==> src/sv/sie_pkg.sv <==
// Shared types and constants of the Simpson integrator with end correction.
`default_nettype none

package sie_pkg;

   localparam int CFG_W    = 10;
   localparam int STEP_W   = 32;
   localparam int SAMPLE_W = 32;
   localparam int RESULT_W = 64;
   localparam int ACC_W    = 48;
   localparam int WEIGHT_W = 7;
   localparam int CSR_IDX_W = 3;

   typedef enum logic [1:0] {
      STATUS_OK,
      STATUS_BAD_RANGE,
      STATUS_COUNT
   } status_type;

   typedef enum logic [CSR_IDX_W-1:0] {
      REG_STEP_SIZE,
      REG_GRID_FIRST,
      REG_GRID_LAST,
      REG_RANGE_START,
      REG_RANGE_END
   } csr_index_type;

   // Weights are 8x Simpson weights and 24x end-rule weights
   localparam logic signed [WEIGHT_W-1:0] W_SIMP_END  = 7'sd8;
   localparam logic signed [WEIGHT_W-1:0] W_SIMP_ODD  = 7'sd32;
   localparam logic signed [WEIGHT_W-1:0] W_SIMP_EVEN = 7'sd16;
   localparam logic signed [WEIGHT_W-1:0] W_TRAP      = 7'sd12;
   localparam logic signed [WEIGHT_W-1:0] W_CUBIC_IN  = 7'sd13;
   localparam logic signed [WEIGHT_W-1:0] W_CUBIC_OUT = -7'sd1;
   localparam logic signed [WEIGHT_W-1:0] W_QUAD_NEAR = 7'sd16;
   localparam logic signed [WEIGHT_W-1:0] W_QUAD_FAR  = 7'sd10;
   localparam logic signed [WEIGHT_W-1:0] W_QUAD_OUT  = -7'sd2;

   typedef struct packed {
      logic [STEP_W-1:0] step_size;
      logic [CFG_W-1:0]  grid_first;
      logic [CFG_W-1:0]  grid_last;
      logic [CFG_W-1:0]  range_start;
      logic [CFG_W-1:0]  range_end;
   } cfg_type;

   typedef struct packed {
      logic go;
      logic bad_range;
      logic count_bad;
   } start_type;

   typedef struct packed {
      logic                       valid;
      logic signed [WEIGHT_W-1:0] weight;
   } term_type;

endpackage

`default_nettype wire

==> src/sv/sie_mac.sv <==
// Shared multiply-accumulate: one weighted sample per cycle into the running sum.
`default_nettype none

module sie_mac import sie_pkg::*; (
   input  wire logic                       clock,
   input  wire logic                       reset,
   input  wire logic                       clear,
   input  wire term_type                   term,
   input  wire logic signed [SAMPLE_W-1:0] rd_data,
   output logic signed [ACC_W-1:0]         acc
);

   logic                                pend_ff, pend_in;
   logic signed [WEIGHT_W-1:0]          weight_ff;
   logic signed [ACC_W-1:0]             acc_ff, acc_in;
   logic signed [SAMPLE_W+WEIGHT_W-1:0] prod;

   // weight is registered to line up with the registered read data
   assign prod    = weight_ff * rd_data;
   assign pend_in = term.valid;

   always_comb begin
      acc_in = acc_ff;
      if (clear) begin
         acc_in = '0;
      end else if (pend_ff) begin
         acc_in = acc_ff + ACC_W'(prod);
      end
   end

   always_ff @(posedge clock) begin
      if (reset) begin
         pend_ff <= 1'b0;
      end else begin
         pend_ff <= pend_in;
      end
      weight_ff <= term.weight;
      acc_ff    <= acc_in;
   end

   assign acc = acc_ff;

endmodule

`default_nettype wire

==> config.mk <==
export PLATFORM = sky130hd
export DESIGN_NAME = sie_mac
export DESIGN_NICKNAME = d
export VERILOG_FILES = /design/src/sv/sie_pkg.sv /design/src/sv/sie_mac.sv
export SDC_FILE = /design/constraint.sdc
export NUM_CORES = 1
export LEC_CHECK = 0
export BUFFER_PORTS_ARGS = -buffer_cell sky130_fd_sc_hd__clkbuf_2
export CAP_MARGIN = 15
export CORE_MARGIN = 5
export CORE_UTILIZATION = 64
export DETAILED_ROUTE_END_ITERATION = 16
export GPL_ROUTABILITY_DRIVEN = 0
export PLACE_DENSITY = 0.86
export REMOVE_ABC_BUFFERS = 1
export SETUP_SLACK_MARGIN = 0.4
export SLEW_MARGIN = 10
export SYNTH_ARGS = -nofsm -noshare
export SYNTH_HDL_FRONTEND = slang
export SYNTH_SLANG_ARGS = --single-unit
==> constraint.sdc <==
create_clock -name clock -period 6.25 [get_ports clock]
set_input_delay 0.3125 -clock clock [delete_from_list [all_inputs] [get_ports clock]]
set_output_delay 0.3125 -clock clock [all_outputs]
set_load 0.02 [all_outputs]
======== Word level (Yosys, flattened, before mapping) ========
Index checks and enable logic that the tools add are counted.
word-level totals
  input bits .............................. 43
  logic and storage cells ................. 5
  output and inout port bits .............. 48
  bits in registers ....................... 56
cells by class
  $mul .................................... 1
  $add $sub $neg .......................... 1
operators with widths
  cell                         count
  adder 48 x 39 -> 48 bit      1
  multiplier 7 x 32 -> 39 bit  1

======== Logic depth before layout (Yosys ltp) ========
  depth after elaboration ................. 2
  gate-level depth with buffers ........... 20
  gate-level depth less buffers ........... 18

======== Least setup slack after synthesis ========
No wires, ideal clock.
  path type ............................... reg2reg
  start ................................... register weight_ff[1]
  end ..................................... register acc_ff[45], in the netlist acc[45]
  data required time ...................... 6.133 ns
  cell stages (with the launch flop) ...... 19
  library setup time ...................... 0.117 ns
  period minus slack after synthesis ...... 5.102 ns
  path slack .............................. 1.148 ns
  data arrival time ....................... 4.984 ns
  path buffers ............................ 1
  cell sequence ........................... dfxtp_1 -> clkbuf_1 -> nand2_1 -> fa_1 -> inv_1 -> fa_1 -> inv_1 -> fa_1 -> fa_1 -> inv_1 -> ha_1 -> nand2_1 -> o21ai_0 -> a21oi_1 -> o221ai_1 -> or3_1 -> a31oi_1 -> or3b_1 -> a32o_1
between the ends
  cells in the longest elaborated chain, start to end .. 2
ends and longest elaborated chain
  element                      line           source
  start, declared              sie_mac.sv:14  logic signed [WEIGHT_W-1:0] weight_ff;
  start signal, assigned       sie_mac.sv:37  weight_ff <= term.weight;
  multiplier 7 x 32 -> 39 bit  sie_mac.sv:19  assign prod = weight_ff * rd_data;
  adder 48 x 39 -> 48 bit      sie_mac.sv:27  acc_in = acc_ff + ACC_W'(prod);
  end signal, assigned         sie_mac.sv:38  acc_ff <= acc_in;
  end, declared                sie_mac.sv:15  logic signed [ACC_W-1:0] acc_ff, acc_in;
No other way between the ends.
A chain may end at the register's enable or synchronous reset.

======== Worst setup path in the final report ========
  start ................................... register weight_ff[6]
  end ..................................... register acc_ff[44], in the netlist acc[44]
The elaborated chain is that of the path after synthesis.

==> impl_metrics.csv <==
group,metric,value,unit
worst_setup_path,cpLargestDelayFamily,"adder cells",
clock_tree,cts-root-buf,"clkbuf_16",
yosys,synth_seq_cells,56,
finish,stdcell_count,1732,
worst_setup_path,endpoint,"acc[44]",
drt,drc,0,
timing,rsz0062_at_grt,"true",
worst_setup_path,required,6460,ps
clock_tree,numCtsBuffers,5,
yosys,yosysSeqAreaShare,0.0904,
yosys,yosysWarningCount,0,
clock_tree,path_clk_slew,80,ps
drt,dr.first_iter.drc_count,660,
yosys,synth_cell_type_count,69,
finish,nNetsFinal,1840,
worst_setup_path,crit_cells,18,
worst_setup_path,critPathSlowestCell,"dfxtp_1",
worst_setup_path,startpoint,"weight_ff[6]",
clock_tree,clockBufferDepth,2,
global_route,grt_usage,0.278,
floorplan,num_io_pins,91,
timing,relSlewSlack,0.333,
global_route,grt_pass1_wl,50300,um
placement,dp_cells,1724,
worst_setup_path,reg2reg_to,"acc[44]",
timing,tightestPinTransition,997,ps
global_route,antenna_found_initial,0,
worst_setup_path,path_class,"register to register",
timing,finalSetupViolCount,0,
timing,fmax,178,MHz
floorplan,rows,51,
yosys,synthTopCellsByArea,"fa_1 37%, ha_1 10%, inv_1 9.6%",
worst_setup_path,path_cells,"buf_12 -> nor2b_1 -> fa_1 -> fa_1 -> fa_1 -> inv_1 -> fa_1 -> inv_1 -> ha_1 -> a21oi_1 -> o211a_1 -> o211a_1 -> o32ai_1 -> buf_4 -> nor4_1 -> o31ai_1 -> xnor2_1 -> a22o_1",
worst_setup_path,crit_path_max_fanout,26,
status,outcome,"finished clean",
placement,port_buffers,90,
global_route,groute.layer.met2.usage,0.474,
job,max-cap-violations,0,
clock_tree,cts_tree,"built",
yosys,synth_top_area_cell,"fa_1",
timing,finalCritPeriodShare,0.898,
clock_tree,htreeDepth,2,
drt,firstDrtPassIters,5,
hold_path,min-delay-start,"term[3]",
global_route,grtUsageMet3,0.0377,
floorplan,die_w,149,um
timing,hold_viol,0,
finish,fillerInstances,1530,
floorplan,coreArea,19300,sq um
clock_tree,cts.sinks,56,
yosys,yosysMostFrequentCell,"inv_1",
global_route,use_met1,0.372,
drt,ant_nets,0,
yosys,synth_flop_cell,"dfxtp_1",
worst_setup_path,start_kind,"register",
global_route,busiest_layer,"met2",
finish,drive_above_1_share,0.0948,
yosys,synth_area,12400,sq um
global_route,overflow,0,
clock_tree,cts_resized,0,
worst_setup_path,crit_top_cell,"fa_1",
yosys,synth_top_area_frac,0.370,
global_route,grt_pass1_vias,10600,
worst_setup_path,crit_arrival,5820,ps
yosys,synthArstFlopShare,0,
placement,place_hpwl,23900,um
drt,wirelength,29400,um
finish,syn_to_final_growth,6.98,%
clock_tree,clock_latency,320,ps
worst_setup_path,critPathCaptureType,"register",
hold_path,hp-class,"input port to register",
floorplan,initial_core_util,0.643,
timing,period_needed,5610,ps
yosys,avgSynthCellArea,8.83,sq um
global_route,grt_max_degree,41,
floorplan,die_h,149,um
drt,post_drt_wl_per_cell,17.0,um
yosys,synth_cells,1404,
yosys,synth_edf_count,0,
clock_tree,post_cts_buffers,0,
timing,slew_violations,0,
drt,routed_via_density,5.68,
finish,num_antenna_cells,0,
clock_tree,cts_hold_buf,0,
worst_setup_path,r2r_slack,640,ps
hold_path,worst_hold_path.num_cells,1,
timing,final.setup.tns,0,ps
drt,dr_total_vias,9837,
worst_setup_path,worst_path_largest_cell_delay,620,ps
yosys,yosys-top-cells-count,"316 x inv_1, 229 x fa_1, 173 x and2_1, 102 x ha_1",
worst_setup_path,timing.rr.start,"weight_ff[6]",
worst_setup_path,path_buf_inv,4,
worst_setup_path,reg2reg_depth,18,
floorplan,die_area,22300,sq um
timing,fin_skew,17.7,ps
[flip-flops by register name (all words and copies together), names as in the netlist]
signal	cells
acc	48
pend_ff	1
weight_ff	7
[routing by layer]
layer,share of wire,vias up
li1,-,4490
met2,0.49,331
met3,0.059,65
met5,0,-
met4,0.031,0
met1,0.42,4951
[layout make-up]
cell class / count / area, sq um / share of cell area
Clock inverter: 3 / 25.0 / 0.00189
Clock buffer: 5 / 125 / 0.00943
Timing Repair Buffer: 103 / 564 / 0.0425
Inverter: 316 / 1190 / 0.0894
Sequential cell: 56 / 1120 / 0.0847
Tap cell: 265 / 332 / 0.0250
Multi-Input combinational cell: 984 / 9910 / 0.747
[worst min-delay path by stage]
stage and endpoint:
5_1_grt weight_ff[1], 6_report weight_ff[3], 4_1_cts weight_ff[1], 3_3_place_gp weight_ff[1], 3_5_place_dp weight_ff[1], 2_1_floorplan weight_ff[0]
[worst register-to-register path, cell delays in order (launching register included)]
cell	delay [ps]
dfxtp_1	620
buf_12	230
nor2b_1	200
fa_1	450
fa_1	480
fa_1	500
inv_1	60
fa_1	480
inv_1	50
ha_1	360
a21oi_1	360
o211a_1	230
o211a_1	140
o32ai_1	80
buf_4	160
nor4_1	560
o31ai_1	190
xnor2_1	170
a22o_1	210
[through the flow]
step | worst slack (ps) | hold slack, ps | util | area, sq um
floorplan | 1030 | 340 | - | 12200
global placement | 688 | 416 | 0.680 | 13100
detailed placement | 538 | 416 | 0.680 | 13100
CTS | 522 | 93.5 | 0.688 | 13300
global route | 388 | 89.7 | 0.688 | 13300
finish | 637 | 102 | 0.688 | 13300
[kinds of logic after synthesis]
kind of cell               after synthesis  synth area share
and+or+nand+nor                        402             0.177
buffers and inverters                  364             0.111
adders and majority gates              331             0.473
AOI/OAI and AO/OA                      202             0.112
DFF                                     56            0.0904
xor gates and xnor gates                30            0.0212
muxes                                   19            0.0155
[cell usage in the layout, fill, tap and decap left out, types with 24 or more instances in the layout]
cell type / instances
fa_1: 227
clkbuf_2: 90
and2_1: 173
nand2_1: 58
nor2_1: 58
a21oi_1: 56
dfxtp_1: 54
xnor2_1: 24
ha_1: 102
inv_1: 315
nor2b_1: 37
o21ai_0: 34
Power is not shown: default switching activity piles up to over one toggle a cycle in this logic, so the estimate is an artifact.
