`src/sv/sie_pkg.sv`:
```
// Shared types and constants of the Simpson integrator with end correction.
`default_nettype none

package sie_pkg;

   localparam int CFG_W    = 10;
   localparam int STEP_W   = 32;
   localparam int SAMPLE_W = 32;
   localparam int RESULT_W = 64;
   localparam int ACC_W    = 48;
   localparam int WEIGHT_W = 7;
   localparam int CSR_IDX_W = 3;

   typedef enum logic [1:0] {
      STATUS_OK,
      STATUS_BAD_RANGE,
      STATUS_COUNT
   } status_type;

   typedef enum logic [CSR_IDX_W-1:0] {
      REG_STEP_SIZE,
      REG_GRID_FIRST,
      REG_GRID_LAST,
      REG_RANGE_START,
      REG_RANGE_END
   } csr_index_type;

   // Weights are 8x Simpson weights and 24x end-rule weights
   localparam logic signed [WEIGHT_W-1:0] W_SIMP_END  = 7'sd8;
   localparam logic signed [WEIGHT_W-1:0] W_SIMP_ODD  = 7'sd32;
   localparam logic signed [WEIGHT_W-1:0] W_SIMP_EVEN = 7'sd16;
   localparam logic signed [WEIGHT_W-1:0] W_TRAP      = 7'sd12;
   localparam logic signed [WEIGHT_W-1:0] W_CUBIC_IN  = 7'sd13;
   localparam logic signed [WEIGHT_W-1:0] W_CUBIC_OUT = -7'sd1;
   localparam logic signed [WEIGHT_W-1:0] W_QUAD_NEAR = 7'sd16;
   localparam logic signed [WEIGHT_W-1:0] W_QUAD_FAR  = 7'sd10;
   localparam logic signed [WEIGHT_W-1:0] W_QUAD_OUT  = -7'sd2;

   typedef struct packed {
      logic [STEP_W-1:0] step_size;
      logic [CFG_W-1:0]  grid_first;
      logic [CFG_W-1:0]  grid_last;
      logic [CFG_W-1:0]  range_start;
      logic [CFG_W-1:0]  range_end;
   } cfg_type;

   typedef struct packed {
      logic go;
      logic bad_range;
      logic count_bad;
   } start_type;

   typedef struct packed {
      logic                       valid;
      logic signed [WEIGHT_W-1:0] weight;
   } term_type;

endpackage

`default_nettype wire

```
`src/sv/sie_scale.sv`:
```
// Scales the weighted sum by step/24 on one shared 32x32 multiplier: two passes
// for the step product, then four base-2^16 digit steps that divide by three.
`default_nettype none

module sie_scale import sie_pkg::*; (
   input  wire logic                     clock,
   input  wire logic                     reset,
   input  wire logic                     go,
   input  wire logic signed [ACC_W-1:0]  acc,
   input  wire logic [STEP_W-1:0]        step,
   output logic                          done,
   output logic signed [RESULT_W-1:0]    value
);

   localparam int LO_W     = RESULT_W - 27;
   localparam int DIGIT_W  = 16;
   localparam int PART_W   = DIGIT_W + 2;
   localparam int RECIP_SH = 19;
   // ceil(2^19 / 3): exact quotient by three for any dividend below 2^19
   localparam logic [31:0] RECIP_3 = 32'd174763;

   typedef enum logic [2:0] {
      C_IDLE,
      C_LO,
      C_HI,
      C_DIV,
      C_SIGN
   } state_type;

   state_type                  state_ff;
   logic                       neg_ff;
   logic [ACC_W-1:0]           mag_ff;
   logic [LO_W-1:0]            lo_ff;
   logic [RESULT_W-1:0]        q_ff;
   logic [1:0]                 rem_ff;
   logic [1:0]                 cnt_ff;
   logic signed [RESULT_W-1:0] value_ff;

   logic [31:0]           mul_a, mul_b;
   logic [RESULT_W-1:0]   prod;
   logic [PART_W-1:0]     part;
   logic [DIGIT_W-1:0]    digit;
   logic [PART_W-1:0]     triple;

   // remainder from the previous digit on top of the next 16 bits of the sum
   assign part   = {rem_ff, q_ff[RESULT_W-1 -: DIGIT_W]};
   assign mul_a  = (state_ff == C_LO) ? mag_ff[31:0] :
                   (state_ff == C_HI) ? 32'(mag_ff[ACC_W-1:32]) : 32'(part);
   assign mul_b  = (state_ff == C_DIV) ? RECIP_3 : step;
   assign prod   = mul_a * mul_b;
   assign digit  = prod[RECIP_SH +: DIGIT_W];
   assign triple = {2'b00, digit} + {1'b0, digit, 1'b0};

   always_ff @(posedge clock) begin
      if (reset) begin
         state_ff <= C_IDLE;
      end else begin
         unique case (state_ff)
            C_IDLE: begin
               if (go) begin
                  neg_ff   <= acc[ACC_W-1];
                  mag_ff   <= acc[ACC_W-1] ? ACC_W'(-acc) : ACC_W'(acc);
                  state_ff <= C_LO;
               end
            end
            C_LO: begin
               lo_ff    <= prod[RESULT_W-1:27];
               state_ff <= C_HI;
            end
            C_HI: begin
               q_ff     <= {prod[RESULT_W-6:0], 5'b0} + RESULT_W'(lo_ff);
               rem_ff   <= '0;
               cnt_ff   <= '0;
               state_ff <= C_DIV;
            end
            C_DIV: begin
               rem_ff <= 2'(part - triple);
               q_ff   <= {q_ff[RESULT_W-DIGIT_W-1:0], digit};
               cnt_ff <= cnt_ff + 2'd1;
               if (cnt_ff == 2'd3) begin
                  state_ff <= C_SIGN;
               end
            end
            C_SIGN: begin
               value_ff <= neg_ff ? -signed'(q_ff) : signed'(q_ff);
               state_ff <= C_IDLE;
            end
            default: begin
               state_ff <= C_IDLE;
            end
         endcase
      end
   end

   assign done  = (state_ff == C_SIGN);
   assign value = value_ff;

endmodule

`default_nettype wire

```
`config.mk`:
```
export PLATFORM = sky130hd
export DESIGN_NAME = sie_scale
export DESIGN_NICKNAME = d
export VERILOG_FILES = /design/src/sv/sie_pkg.sv /design/src/sv/sie_scale.sv
export SDC_FILE = /design/constraint.sdc
export NUM_CORES = 2
export LEC_CHECK = 0
export ABC_AREA = 0
export ABC_CLOCK_PERIOD_IN_PS = 16100
export BUFFER_PORTS_ARGS = -buffer_cell sky130_fd_sc_hd__clkbuf_2
export CAP_MARGIN = 20
export CORE_MARGIN = 8
export CORE_UTILIZATION = 40
export CTS_CLUSTER_SIZE = 30
export DETAILED_ROUTE_END_ITERATION = 6
export GPL_TIMING_DRIVEN = 0
export PLACE_DENSITY = 0.57
export SYNTH_ARGS = -nofsm -noshare
export SYNTH_HDL_FRONTEND = slang
export SYNTH_SLANG_ARGS = --single-unit
```
`constraint.sdc`:
```
create_clock -name clock -period 16.1 [get_ports clock]
set_clock_uncertainty 0.05 [all_clocks]
set_input_delay 3.22 -clock clock [delete_from_list [all_inputs] [get_ports clock]]
set_output_delay 3.22 -clock clock [all_outputs]
set_load 0.02 [all_outputs]
```
Yosys cells after proc, flatten, opt, wreduce, memory -nomap -nowiden
Cells that the tools add are included.
- bits in registers: 221
- bits in latches: 0
- RAM bits: 0
- ROM bits: 0
- input bits: 83
- logic and storage cells: 42
- memories: 0
- add/sub/neg operators: 6
- multipliers: 1
- divide/modulo/power cells: 0
- $lt $le $gt $ge: 0
- equal/unequal tests: 7
- shifts and indexed selects: 0
- mux-type cells: 11
- bitwise logic cells: 1
- reduce and logical (&&, ||, !) cells: 7
- operators with widths (kind ; count):
    case mux 64 bit (2 select lines) ; 1
    adder 64 x 37 -> 64 bit ; 1
    multiplier 32 x 32 -> 64 bit ; 1
    2-to-1 mux 32 bit ; 2
    2-to-1 mux 64 bit ; 1
    negator 64 bit ; 1
    negator 48 bit ; 1
    2-to-1 mux 47 bit ; 1
    2-to-1 mux 18 bit ; 1
    case mux 3 bit (4 select lines) ; 1
    case mux 2 bit (2 select lines) ; 2
    AND reduction 2 bit ; 4
    == test 3 x 2 -> 1 bit, second input constant ; 2
    2-to-1 mux 3 bit ; 2
    == test 3 x 1 -> 1 bit, second input constant ; 1
    == test 3 bit, second input constant ; 1
    zero test 3 bit ; 1
    AND reduction 3 bit ; 1
    adder 2 x 1 -> 2 bit, second input constant ; 1
    adder 2 bit ; 1
    == test 2 bit, second input constant ; 1
    inequality test 2 x 1 -> 1 bit, second input constant ; 1
    inequality test 2 bit, second input constant ; 1
    nonzero test 2 bit ; 1
    2 further kinds ; 2

Longest topological paths before layout
- depth after elaboration: 7
- gate-level depth with buffers: 44
- gate-level depth less buffers: 40

Least setup slack after synthesis
No wires, ideal clock.
- kind: input port to flip-flop
- start: input step[5]
- end: register q_ff[63], data pin
- library setup time: 0.259 ns
- arrival: 12.153 ns
- data required time: 15.791 ns
- slack: 3.638 ns
- cell stages on the path: 35
- path buffers: 2
- path through: nor2_1 clkbuf_1 nor2_1 fa_1 fa_1 fa_1 inv_1 fa_1 inv_1 fa_1 inv_1 fa_1 inv_1 fa_1 fa_1 ha_1 nand4_1 or4_1 a21o_1 a31oi_1 a21oi_1 o21bai_1 a21oi_1 xnor2_1 ha_1 clkbuf_1 nand2_1 o21ai_0 a21oi_1 o21ai_0 o21ai_1 or3_1 nor3_1 a31o_2 nand3_1
- word-level cells in the longest chain between the ends: 4
- ends and longest elaborated chain (what ; RTL line ; source):
    from (decl) ; sie_scale.sv:10 ; input wire logic [STEP_W-1:0] step,
    2-to-1 mux 32 bit ; sie_scale.sv:49 ; assign mul_b = (state_ff == C_DIV) ? RECIP_3 : step;
    multiplier 32 x 32 -> 64 bit ; sie_scale.sv:50 ; assign prod = mul_a * mul_b;
    via prod[29] ; sie_scale.sv:40 ; logic [RESULT_W-1:0] prod;
    adder 64 x 37 -> 64 bit ; sie_scale.sv:71 ; q_ff <= {prod[RESULT_W-6:0], 5'b0} + RESULT_W'(lo_ff);
    case mux 64 bit (2 select lines) ; sie_scale.sv:58 ; unique case (state_ff)
    to (signal assigned) ; sie_scale.sv:71 ;
    to (signal assigned) ; sie_scale.sv:78 ; q_ff <= {q_ff[RESULT_W-DIGIT_W-1:0], digit};
    to (decl) ; sie_scale.sv:34 ; logic [RESULT_W-1:0] q_ff;
The timed path passes the listed nets, and every way through them passes these cells.
A chain may end at the register's enable or synchronous reset.

Final worst setup path
- start: input step[3]
- end: register q_ff[61], data pin
Same word-level chain as after synthesis.

==> results.sh <==
export IMPL_status="complete, no violations"
export IMPL_yosys_top_cells_count="inv_1 (933), fa_1 (897), nand2_1 (692)"
export IMPL_avgViaCountPerCell=5.71
export IMPL_num_rows=124
export IMPL_clock_sinks=221
export IMPL_ys_warn_count=0
export IMPL_hold_path_end="q_ff[2]"
export IMPL_async_flop_share=0
export IMPL_dr_pass1_iters=6
export IMPL_cts_root_buf="clkbuf_16"
export IMPL_vias=38700
export IMPL_ys_seq_area_frac=0.145
export IMPL_detailed_place_hpwl_um=165000
export IMPL_reg2reg_from="state_ff[1]"
export IMPL_syn_to_final_growth_pct=8.51
export IMPL_syn_cell_area_mm2=0.0456
export IMPL_hold_path_depth=2
export IMPL_cp_max_fo=10
export IMPL_drtIter0Drc=4089
export IMPL_numCtsBuffers=26
export IMPL_holdBufCountCts=0
export IMPL_drive_above_1_share=0.0489
export IMPL_crit_type="input pin to register"
export IMPL_rsz0062_at_grt="false"
export IMPL_insertion_delay_ns=0.57
export IMPL_synth_area_leaders="fa_1 (39%), edfxtp_1 (14%), ha_1 (8.3%), inv_1 (7.7%), nand2_1 (5.7%)"
export IMPL_synth_most_common_cell="inv_1"
export IMPL_end_kind="register"
export IMPL_grt_overflow=0
export IMPL_synth_seq_cells=221
export IMPL_reg2reg_depth=41
export IMPL_drt_wl_total_um=194000
export IMPL_synth_top_cell_by_area="fa_1"
export IMPL_reg2reg_slack_ns=0.44
export IMPL_grt_max_degree=37
export IMPL_post_synth_cell_area_avg_um2=9.06
export IMPL_synth_nets=6314
export IMPL_slew_headroom=0.140
export IMPL_synth_cell_types=79
export IMPL_cts_tree="built"
export IMPL_synth_main_ff_cell="edfxtp_1"
export IMPL_place_gp_congestion=1.06
export IMPL_wl_per_cell_um=28.6
export IMPL_synth_cells=5033
export IMPL_grt_use_total=0.304
export IMPL_regToRegEndpoint="q_ff[61]"
export IMPL_fp_dieW_um=354
export IMPL_cap_violations=0
export IMPL_coreArea_mm2=0.114
export IMPL_finalHoldViolations=0
export IMPL_post_route_min_period_ns=15.94
export IMPL_antenna_found_initial=14
export IMPL_grt_pass1_vias=39000
export IMPL_grt_pass1_wl_um=277000
export IMPL_die_area_mm2=0.125
export IMPL_drc=0
export IMPL_path_clk_slew_ns=0.06
export IMPL_crit_arrival_ns=16.14
export IMPL_startpoint_type="input pin"
export IMPL_tightestPinTransition_ns=1.29
export IMPL_hold_path_class="register to register"
export IMPL_cp_common_cell="fa_1"
export IMPL_pin_count=148
export IMPL_drtAntennaViolNets=0
export IMPL_slowest_stage="a31oi_1"
export IMPL_fmax_mhz=62.7
export IMPL_start_util=0.401
export IMPL_critPathRequiredTime_ns=16.30
export IMPL_synth_edf_count=218
export IMPL_worstHoldStart="lo_ff[2]"
export IMPL_dpl_cell_area_mm2=0.0485
export IMPL_synth_top_area_frac=0.394
export IMPL_setup_violations_final=0
export IMPL_finalMaxSlewViolations=0
export IMPL_die_y_um=354
export IMPL_layout_nets=6514
export IMPL_port_buffers=144
export IMPL_slowest_delay_ns=0.82
export IMPL_cts_path_max_buffers=3
export IMPL_min_period_over_period=0.990
export IMPL_final_cell_area_mm2=0.0495
export IMPL_cts_htree_levels=1
-- routing by layer --
metal	vias to the layer above	track usage	wire length (um)	share of wire
li1	16100	-	-	-
met1	19600	0.410	77100	0.40
met2	2379	0.422	77400	0.40
met3	519	0.107	25000	0.13
met4	4	0.172	14000	0.072
met5	-	0	34	0.00018
-- repair_timing --
item                                    4_1_cts  5_1_grt
endpoints found under the setup margin        0        1
gates resized for setup                       0        2
buffers inserted                              0        0
-- placed cells by master (no fill, tap or decap), drive strengths merged, types with 16 or more instances in the layout --
cell type    n
or4         21
nor2       538
clkbuf     432
a21oi      144
o21ai      136
inv        935
nand2      692
o31ai       38
nor3        36
a31oi       19
mux2i       19
xnor2      171
ha         301
and2        51
nor4        19
nand4       37
o41ai       16
nand3       33
a211oi      21
or3         30
and3       133
xor2        34
fa         897
a21o        50
buf         33
edfxtp     218
nand2b      22
-- cell type report --
class | instances | area [um2]
fillers | 11300 | 64200
multi-input cells | 3618 | 34600
flip-flops and latches | 221 | 6610
inverters | 933 | 3500
well taps | 1512 | 1890
repair buffers | 172 | 1060
plain buffers | 261 | 980
clock buffers | 32 | 673
clock inverters | 15 | 179
diodes | 10 | 25.0
-- worst max-delay path, delay by kind of cell --
kind | cells | cell delay, ns
AOI/OAI and AO/OA | 11 | 3.16
xor gates and xnor gates | 2 | 1.42
adders and majority gates | 10 | 5.07
buffers and inverters | 7 | 1.24
and+or+nand+nor | 6 | 1.96
-- state kept, by name, summed over array words and instances (netlist names) --
register / cells
mag_ff: 48
lo_ff: 37
value: 64
state_ff: 3
q_ff: 64
cnt_ff: 2
rem_ff: 2
neg_ff: 1
-- cells by family after synthesis --
kind of cell / synth area share
compound gates: 0.0744
flops: 0.145
buf+inv: 0.0983
fa+ha+maj: 0.476
mux: 0.00466
xor+xnor: 0.0394
simple gates: 0.162
-- how the worst max path moves through the flow --
stage	from	end	slack, ns	cells past startpoint
after detailed placement	step[5]	q_ff[59]	-0.19	36
after floorplan	step[5]	q_ff[63]	3.64	35
after global routing	step[11]	q_ff[59]	0.02	38
after CTS	step[5]	q_ff[59]	0.37	36
after global placement	step[11]	q_ff[59]	-0.32	37
final	step[3]	q_ff[61]	0.16	36
-- stage by stage --
stage	utilization	setup slack [ns]	hold slack (ns)	setup TNS (ns)	cells
after floorplan	-	3.64	0.435	0	5033
after global placement	0.424	-0.316	0.464	-0.825	6689
after detailed placement	0.427	-0.191	0.506	-0.221	6712
after CTS	0.434	0.368	0.522	0	6759
after global routing	0.435	0.0189	0.562	0	6764
final	0.435	0.157	0.510	0	6774
Power is not shown: default switching activity piles up to over one toggle a cycle in this logic, so the estimate is an artifact.
