## src/sv/sie_pkg.sv

```systemverilog
// Shared types and constants of the Simpson integrator with end correction.
`default_nettype none

package sie_pkg;

   localparam int CFG_W    = 10;
   localparam int STEP_W   = 32;
   localparam int SAMPLE_W = 32;
   localparam int RESULT_W = 64;
   localparam int ACC_W    = 48;
   localparam int WEIGHT_W = 7;
   localparam int CSR_IDX_W = 3;

   typedef enum logic [1:0] {
      STATUS_OK,
      STATUS_BAD_RANGE,
      STATUS_COUNT
   } status_type;

   typedef enum logic [CSR_IDX_W-1:0] {
      REG_STEP_SIZE,
      REG_GRID_FIRST,
      REG_GRID_LAST,
      REG_RANGE_START,
      REG_RANGE_END
   } csr_index_type;

   // Weights are 8x Simpson weights and 24x end-rule weights
   localparam logic signed [WEIGHT_W-1:0] W_SIMP_END  = 7'sd8;
   localparam logic signed [WEIGHT_W-1:0] W_SIMP_ODD  = 7'sd32;
   localparam logic signed [WEIGHT_W-1:0] W_SIMP_EVEN = 7'sd16;
   localparam logic signed [WEIGHT_W-1:0] W_TRAP      = 7'sd12;
   localparam logic signed [WEIGHT_W-1:0] W_CUBIC_IN  = 7'sd13;
   localparam logic signed [WEIGHT_W-1:0] W_CUBIC_OUT = -7'sd1;
   localparam logic signed [WEIGHT_W-1:0] W_QUAD_NEAR = 7'sd16;
   localparam logic signed [WEIGHT_W-1:0] W_QUAD_FAR  = 7'sd10;
   localparam logic signed [WEIGHT_W-1:0] W_QUAD_OUT  = -7'sd2;

   typedef struct packed {
      logic [STEP_W-1:0] step_size;
      logic [CFG_W-1:0]  grid_first;
      logic [CFG_W-1:0]  grid_last;
      logic [CFG_W-1:0]  range_start;
      logic [CFG_W-1:0]  range_end;
   } cfg_type;

   typedef struct packed {
      logic go;
      logic bad_range;
      logic count_bad;
   } start_type;

   typedef struct packed {
      logic                       valid;
      logic signed [WEIGHT_W-1:0] weight;
   } term_type;

endpackage

`default_nettype wire

```

## src/sv/sie_walk.sv

```systemverilog
// Sequencer: checks the burst, walks the Simpson points and the end-rule
// points through the shared MAC, then hands the sum to the scaler.
`default_nettype none

module sie_walk import sie_pkg::*; (
   input  wire logic        clock,
   input  wire logic        reset,
   input  wire start_type   start,
   input  wire cfg_type     cfg,
   input  wire logic        out_free,
   input  wire logic        scale_done,
   output logic             idle,
   output logic             rd_en,
   output logic [CFG_W-1:0] rd_index,
   output term_type         term,
   output logic             acc_clear,
   output logic             scale_go,
   output logic             done,
   output status_type       status
);

   typedef enum logic [2:0] {
      W_IDLE,
      W_SIMP,
      W_END,
      W_DRAIN,
      W_LAUNCH,
      W_WAIT,
      W_FINISH
   } state_type;

   typedef enum logic [2:0] {
      R_NONE,
      R_TRAP,
      R_CUBIC,
      R_LEFT,
      R_RIGHT
   } rule_type;

   state_type        state_ff;
   rule_type         rule_ff;
   status_type       status_ff;
   logic [CFG_W-1:0] k_ff, ia_ff, ibb_ff;
   logic             end_ff;
   logic [1:0]       e_ff;

   logic [CFG_W-1:0] ibb_c;
   rule_type         rule_c;
   logic             end_c;
   logic signed [2:0] off_c;
   logic signed [WEIGHT_W-1:0] w_c;
   logic             last_c;

   // odd point count: keep the whole range, else leave the last interval over
   assign ibb_c = (cfg.range_end[0] ^ cfg.range_start[0]) ?
                  cfg.range_end - CFG_W'(1) : cfg.range_end;

   always_comb begin
      if (ibb_c == cfg.grid_first && cfg.range_end == cfg.grid_last) begin
         rule_c = R_TRAP;
      end else if (ibb_c > cfg.grid_first && cfg.range_end < cfg.grid_last) begin
         rule_c = R_CUBIC;
      end else if (ibb_c > cfg.grid_first) begin
         rule_c = R_LEFT;
      end else if (cfg.range_end < cfg.grid_last) begin
         rule_c = R_RIGHT;
      end else begin
         rule_c = R_NONE;
      end
   end

   assign end_c = (cfg.range_end != ibb_c) && (rule_c != R_NONE);

   // end-rule points, offsets relative to a (b = a+1)
   always_comb begin
      off_c  = 3'sd0;
      w_c    = '0;
      last_c = 1'b1;
      unique case (rule_ff)
         R_TRAP: begin
            off_c  = (e_ff == 2'd0) ? 3'sd0 : 3'sd1;
            w_c    = W_TRAP;
            last_c = (e_ff != 2'd0);
         end
         R_CUBIC: begin
            unique case (e_ff)
               2'd0: begin off_c = -3'sd1; w_c = W_CUBIC_OUT; last_c = 1'b0; end
               2'd1: begin off_c = 3'sd0;  w_c = W_CUBIC_IN;  last_c = 1'b0; end
               2'd2: begin off_c = 3'sd1;  w_c = W_CUBIC_IN;  last_c = 1'b0; end
               default: begin off_c = 3'sd2; w_c = W_CUBIC_OUT; last_c = 1'b1; end
            endcase
         end
         R_LEFT: begin
            unique case (e_ff)
               2'd0: begin off_c = -3'sd1; w_c = W_QUAD_OUT;  last_c = 1'b0; end
               2'd1: begin off_c = 3'sd0;  w_c = W_QUAD_NEAR; last_c = 1'b0; end
               default: begin off_c = 3'sd1; w_c = W_QUAD_FAR; last_c = 1'b1; end
            endcase
         end
         R_RIGHT: begin
            unique case (e_ff)
               2'd0: begin off_c = 3'sd0; w_c = W_QUAD_FAR;  last_c = 1'b0; end
               2'd1: begin off_c = 3'sd1; w_c = W_QUAD_NEAR; last_c = 1'b0; end
               default: begin off_c = 3'sd2; w_c = W_QUAD_OUT; last_c = 1'b1; end
            endcase
         end
         default: begin
            off_c  = 3'sd0;
            w_c    = '0;
            last_c = 1'b1;
         end
      endcase
   end

   always_comb begin
      rd_en       = 1'b0;
      rd_index    = k_ff;
      term.valid  = 1'b0;
      term.weight = '0;
      unique case (state_ff)
         W_SIMP: begin
            rd_en      = 1'b1;
            term.valid = 1'b1;
            if (k_ff == ia_ff || k_ff == ibb_ff) begin
               term.weight = W_SIMP_END;
            end else if (k_ff[0] ^ ia_ff[0]) begin
               term.weight = W_SIMP_ODD;
            end else begin
               term.weight = W_SIMP_EVEN;
            end
         end
         W_END: begin
            rd_en       = 1'b1;
            rd_index    = ibb_ff + CFG_W'(off_c);
            term.valid  = 1'b1;
            term.weight = w_c;
         end
         default: begin
            rd_en = 1'b0;
         end
      endcase
   end

   always_ff @(posedge clock) begin
      if (reset) begin
         state_ff  <= W_IDLE;
         status_ff <= STATUS_OK;
      end else begin
         unique case (state_ff)
            W_IDLE: begin
               if (start.go) begin
                  if (start.bad_range) begin
                     status_ff <= STATUS_BAD_RANGE;
                     state_ff  <= W_FINISH;
                  end else if (start.count_bad) begin
                     status_ff <= STATUS_COUNT;
                     state_ff  <= W_FINISH;
                  end else begin
                     status_ff <= STATUS_OK;
                     k_ff      <= cfg.range_start;
                     ia_ff     <= cfg.range_start;
                     ibb_ff    <= ibb_c;
                     rule_ff   <= rule_c;
                     end_ff    <= end_c;
                     e_ff      <= '0;
                     if (ibb_c != cfg.range_start) begin
                        state_ff <= W_SIMP;
                     end else if (end_c) begin
                        state_ff <= W_END;
                     end else begin
                        state_ff <= W_DRAIN;
                     end
                  end
               end
            end
            W_SIMP: begin
               k_ff <= k_ff + CFG_W'(1);
               if (k_ff == ibb_ff) begin
                  state_ff <= end_ff ? W_END : W_DRAIN;
               end
            end
            W_END: begin
               e_ff <= e_ff + 2'd1;
               if (last_c) begin
                  state_ff <= W_DRAIN;
               end
            end
            W_DRAIN: begin
               state_ff <= W_LAUNCH;
            end
            W_LAUNCH: begin
               state_ff <= W_WAIT;
            end
            W_WAIT: begin
               if (scale_done) begin
                  state_ff <= W_FINISH;
               end
            end
            W_FINISH: begin
               if (out_free) begin
                  state_ff <= W_IDLE;
               end
            end
            default: begin
               state_ff <= W_IDLE;
            end
         endcase
      end
   end

   assign idle      = (state_ff == W_IDLE);
   assign acc_clear = idle && start.go;
   assign scale_go  = (state_ff == W_LAUNCH);
   assign done      = (state_ff == W_FINISH) && out_free;
   assign status    = status_ff;

endmodule

`default_nettype wire

```

## config.mk

```make
export PLATFORM = sky130hd
export DESIGN_NAME = sie_walk
export DESIGN_NICKNAME = d
export VERILOG_FILES = /design/src/sv/sie_pkg.sv /design/src/sv/sie_walk.sv
export SDC_FILE = /design/constraint.sdc
export NUM_CORES = 1
export LEC_CHECK = 0
export BUFFER_PORTS_ARGS = -buffer_cell sky130_fd_sc_hd__clkbuf_2
export CORE_MARGIN = 5
export CORE_UTILIZATION = 35
export DETAILED_ROUTE_END_ITERATION = 12
export GPL_TIMING_DRIVEN = 0
export HOLD_SLACK_MARGIN = 0.03
export MAX_ROUTING_LAYER = met4
export PLACE_DENSITY_LB_ADDON = 0.2
export SYNTH_ARGS = -nofsm -noshare
export SYNTH_HDL_FRONTEND = slang
export SYNTH_SLANG_ARGS = --single-unit
```

## constraint.sdc

```tcl
create_clock -name clock -period 6.9 [get_ports clock]
set_clock_uncertainty 0.15 [all_clocks]
set_input_delay 2.07 -clock clock [delete_from_list [all_inputs] [get_ports clock]]
set_output_delay 2.07 -clock clock [all_outputs]
set_load 0.1 [all_outputs]
```

# After elaboration in Yosys (flattened, before gate mapping)
# Index checks and enable logic that the tools add are counted.
[totals] in_bits=79 register_bits=41 wordCells=109 out_inout_bits=25
[classes] add_sub_neg=4 mux=43 eq_ne=25 n_bitwise=5 order_cmp=2 reduce_logical=22
[ops] cell="10-bit 2-to-1 mux" count=5
[ops] cell="10-bit == test" count=4
[ops] cell="3-bit 2-to-1 mux" count=11
[ops] cell="7-bit one-hot mux with 2 select lines" count=2
[ops] cell="7-bit one-hot mux with 4 select lines" count=1
[ops] cell="3-bit one-hot mux with 7 select lines" count=1
[ops] cell="10-bit inequality test" count=2
[ops] cell="10-bit one-hot mux with 2 select lines" count=1
[ops] cell="5-bit AND reduction" count=4
[ops] cell="8-bit one-hot mux with 2 select lines" count=1
[ops] cell="2-bit inequality test, second input constant" count=7
[ops] cell="3-bit by 2-bit == test with 1-bit output, second input constant" count=4
[ops] cell="3-bit == test, second input constant" count=4
[ops] cell="2-bit 2-to-1 mux" count=6
[ops] cell="6-bit 2-to-1 mux" count=2
[ops] cell="3-bit one-hot mux with 4 select lines" count=1
[ops] cell="10-bit by 1-bit adder with 10-bit output, second input constant" count=1
[ops] cell="10-bit adder" count=1
[ops] cell="10-bit greater-than comparator" count=1
[ops] cell="10-bit less-than comparator" count=1
[ops] cell="10-bit by 1-bit subtractor with 10-bit output, second input constant" count=1
[ops] cell="3-bit one-hot mux with 3 select lines" count=1
[ops] cell="2-bit one-hot mux with 2 select lines" count=2
[ops] cell="2-bit OR reduction" count=4
[ops] cell="18 further kinds" count=33

# Depth between registers and ports, before layout
[depth] word_depth=14 mapped_depth=17 mapped_depth_nobuf=16

# Least setup slack after synthesis
# No wires, ideal clock.
[synth_timing] kind="register to output" startpoint="register e_ff[0]" endpoint="output port rd_index[8]" slack_ns=-0.285 path_buffers=1 arrival_time_ns=4.965 path_stages_with_launch=18 required_time_ns=4.680 path_cell_list="edfxtp_1 -> inv_1 -> ha_1 -> clkbuf_1 -> nor2_1 -> nor3_1 -> a31oi_1 -> o2bb2ai_1 -> ha_1 -> inv_1 -> fa_1 -> nor2b_1 -> o21ai_0 -> a21oi_1 -> o21ai_0 -> a211oi_1 -> nor3_1 -> o31ai_1"
[synth_between] elab_chain_len=5 elab_cells_between_ends=10 classes_between="add/sub: 1; eq/ne: 2; mux: 6; reduce/logical: 1"
[synth_lines] element="from (decl)" line_no="sie_walk.sv:45" source="logic [1:0] e_ff;"
[synth_lines] element="from (signal assigned)" line_no="sie_walk.sv:183" source="e_ff <= e_ff + 2'd1;"
[synth_lines] element="2-bit == test, or another cell as far along" line_no="sie_walk.sv:86" source="unique case (e_ff)"
[synth_lines] element="3-bit one-hot mux with 3 select lines, or another cell as far along" line_no="sie_walk.sv:86"
[synth_lines] element="3-bit one-hot mux with 4 select lines *" line_no="sie_walk.sv:79" source="unique case (rule_ff)"
[synth_lines] element="10-bit adder *" line_no="sie_walk.sv:134" source="rd_index = ibb_ff + CFG_W'(off_c);"
[synth_lines] element="10-bit 2-to-1 mux *" line_no="sie_walk.sv:120" source="unique case (state_ff)"
[synth_lines] element="to (decl)" line_no="sie_walk.sv:14" source="output logic [CFG_W-1:0] rd_index,"
# Mark *: on every way between the ends. The rest lies on a longest branch, timed or not.

# Worst setup path after layout
# Same ends and word-level chain as after synthesis.

==> impl_metrics.tcl <==
set metrics [dict create \
    status "complete, no violations" \
    period_needed_ns 6.44 \
    synth-seq-cells 41 \
    grt_overflow 0 \
    ios 104 \
    cts_buffer_depth 2 \
    clock_latency_ns 0.30 \
    hpwl_um 8220 \
    stdcell_area_sq_um 4460 \
    dpl-instance-area_sq_um 4320 \
    hold_depth 2 \
    die_area_sq_um 13000 \
    min_to "status[0]$_SDFFE_PP0P_" \
    synth_nets 566 \
    cp-startpoint "e_ff[0]$_SDFFCE_PN0P_" \
    dr.pass1.iters 4 \
    placementRows 38 \
    worstMarginPinSlew_ns 0.942 \
    start_kind "register" \
    power_density_nw_per_um2 249 \
    vias 3365 \
    synth.most_common_cell "nand2_1" \
    synth_area_per_cell_sq_um 8.42 \
    worstSetupPathType "register to output pin" \
    cts-root-buf "clkbuf_8" \
    area_growth_pct 18.1 \
    grt_pass1_vias 3338 \
    nets 645 \
    crit_slowest_cell "edfxtp_1" \
    leakage_nw 1.93 \
    ys_dominant_reg_cell "edfxtp_1" \
    clk_pin_slew_ns 0.09 \
    hold_violations 0 \
    ir_drop_mv 0.275 \
    hp-start "status[0]$_SDFFE_PP0P_" \
    netlist_area_sq_um 3770 \
    placed_cells 660 \
    tns_ns 0 \
    path_cells "inv_1 -> ha_1 -> clkbuf_1 -> nor2_1 -> nor3_1 -> a31oi_1 -> o2bb2ai_1 -> ha_1 -> inv_1 -> fa_1 -> nor2b_1 -> o21ai_0 -> a21oi_1 -> o21ai_0 -> a211oi_1 -> nor3_1 -> o31ai_2 -> clkbuf_2" \
    timing.fmax_mhz 155 \
    die_x_um 114 \
    rsz0062_at_grt "no" \
    design.core.area_sq_um 10700 \
    ys_types 51 \
    slew_viol_final 0 \
    viasPerCell 5.04 \
    yosys.area.top_type "edfxtp_1" \
    maxSlewHeadroom_pct 37.1 \
    syn_inst 448 \
    fin_crit_sh_pct 93.4 \
    grt_pass1_wl_um 16600 \
    synth_enable_flop_cells 36 \
    rr_startpoint "state_ff[1]$_SDFFE_PP0P_" \
    dieHeight_um 114 \
    total_power_mw 1.11 \
    antenna_found_initial 0 \
    drcViolationCount 0 \
    cts_hold_buf 0 \
    reg2reg_slack_ns 4.42 \
    async_flop_share_pct 0 \
    reg2reg_to "ibb_ff[2]$_DFFE_PP_" \
    setup_viol 0 \
    cts_tree "done" \
    drv_cap 0 \
    critPathMaxFanout 10 \
    post_cts_buffers 0 \
    ff2ff_path_depth 6 \
    yosys-top-cells-count "49 x nand2_1, 38 x ha_1, 38 x inv_1, 38 x o21ai_0, 37 x nor2_1" \
    fin_cells 668 \
    max_stage_delay_ns 0.50 \
    yosys-top-cells-area "edfxtp_1 29%, ha_1 13%, xor2_1 7.2%" \
    required_ns 4.68 \
    cp_data_arrival_time_ns 4.22 \
    globalplace.congestion 0.886 \
    htree_levels 2 \
    synth_top_area_share_pct 28.7 \
    wl_um 10100 \
    cts.sinks 41 \
    ys_seq_area_share_pct 31.3 \
    crit_path_end_kind "output pin" \
    insertedDiodeCount 0 \
    hold_slack_ns 0.308 \
    hp-class "register to register" \
    ant_nets 0 \
    grt_start_max_net_pins 25 \
    cts_buffers 5 \
    start_util_pct 35.3 \
    track_usage_pct 16.4 \
    routedWlPerCell_um 15.1 \
    yosysWarnings 0 \
    ctsResizeCount 0 \
    portBuffers 71 \
    drt_iter0_drc 220 \
    drive_above_1_share_pct 17.6 \
]
metrics by stage:
stage	util (%)	setup WS, ns
6_report	41.6	0.459
5_1_grt	41.6	0.0681
4_1_cts	41.6	0.451
3_5_place_dp	40.4	0.790
3_3_place_gp	40.3	0.900
2_1_floorplan	-	0.0252
layout by cell type, fill, tap and decap left out, types with 3 or more instances in the layout:
| master | synthesis | routed |
|---|---|---|
| a211oi_1 | 5 | 5 |
| a21oi_1 | 22 | 22 |
| a31oi_1 | 7 | 7 |
| clkbuf_1 | 23 | 23 |
| clkbuf_2 | 0 | 71 |
| clkbuf_8 | 0 | 5 |
| dfxtp_1 | 5 | 5 |
| edfxtp_1 | 36 | 36 |
| ha_1 | 38 | 38 |
| inv_1 | 38 | 38 |
| nand2_1 | 49 | 49 |
| nand2b_1 | 10 | 10 |
| nand3_1 | 6 | 6 |
| nand4_1 | 8 | 8 |
| nor2_1 | 37 | 37 |
| nor3_1 | 15 | 15 |
| nor3b_1 | 3 | 3 |
| nor4_1 | 8 | 7 |
| o21ai_0 | 38 | 36 |
| o22ai_1 | 4 | 4 |
| xnor2_1 | 23 | 23 |
| xor2_1 | 31 | 31 |
sequential cells by signal (all words and copies together), names as in the netlist:
| signal | cells |
|---|---|
| ibb_ff | 10 |
| rule_ff | 3 |
| e_ff | 2 |
| state_ff | 3 |
| k_ff | 10 |
| status | 2 |
| end_ff | 1 |
| ia_ff | 10 |
cell type report:
cell class	instances	area, sq um
inverter	38	143
fill	1141	6240
timing repair buffer	72	363
sequential	41	1180
clock buffer	5	68.8
buffer	25	105
clock inverter	3	65.1
multi-input combinational	344	2350
tap	140	175
critical path: cells and delay by family (launching register included):
kind	cells	cell delay, ns
buffers and inverters	4	1.02
AOI/OAI and AO/OA	7	1.21
DFF	1	0.50
and+or+nand+nor	4	0.47
adders and majority gates	3	0.74
layer usage:
metal / vias to the layer above / track usage, % / wire length, um
li1: 1726 / - / -
met1: 1538 / 21.6 / 4690
met2: 95 / 27.6 / 4850
met3: 6 / 2.02 / 454
met4: 0 / 3.09 / 72
met5: - / - / 0
power by group:
part | switching [mW] | total, mW | internal [mW]
Combinational | 0.442 | 0.568 | 0.126
Clock | 0.0887 | 0.232 | 0.144
Sequential | 0.0142 | 0.310 | 0.295
worst max path at each step:
stage | end
after detailed placement | rd_index[8]
after global routing | rd_index[8]
after floorplan | rd_index[6]
after global placement | rd_index[8]
after CTS | rd_index[8]
final | rd_index[8]
cell families after synthesis:
family	synth area share [%]
compound gates	14.7
xor+xnor	12.5
fa+ha+maj	13.1
buf+inv	6.57
flops	31.3
mux	0.862
simple gates	20.9
No activity file was read; power rests on OpenSTA's default activity.
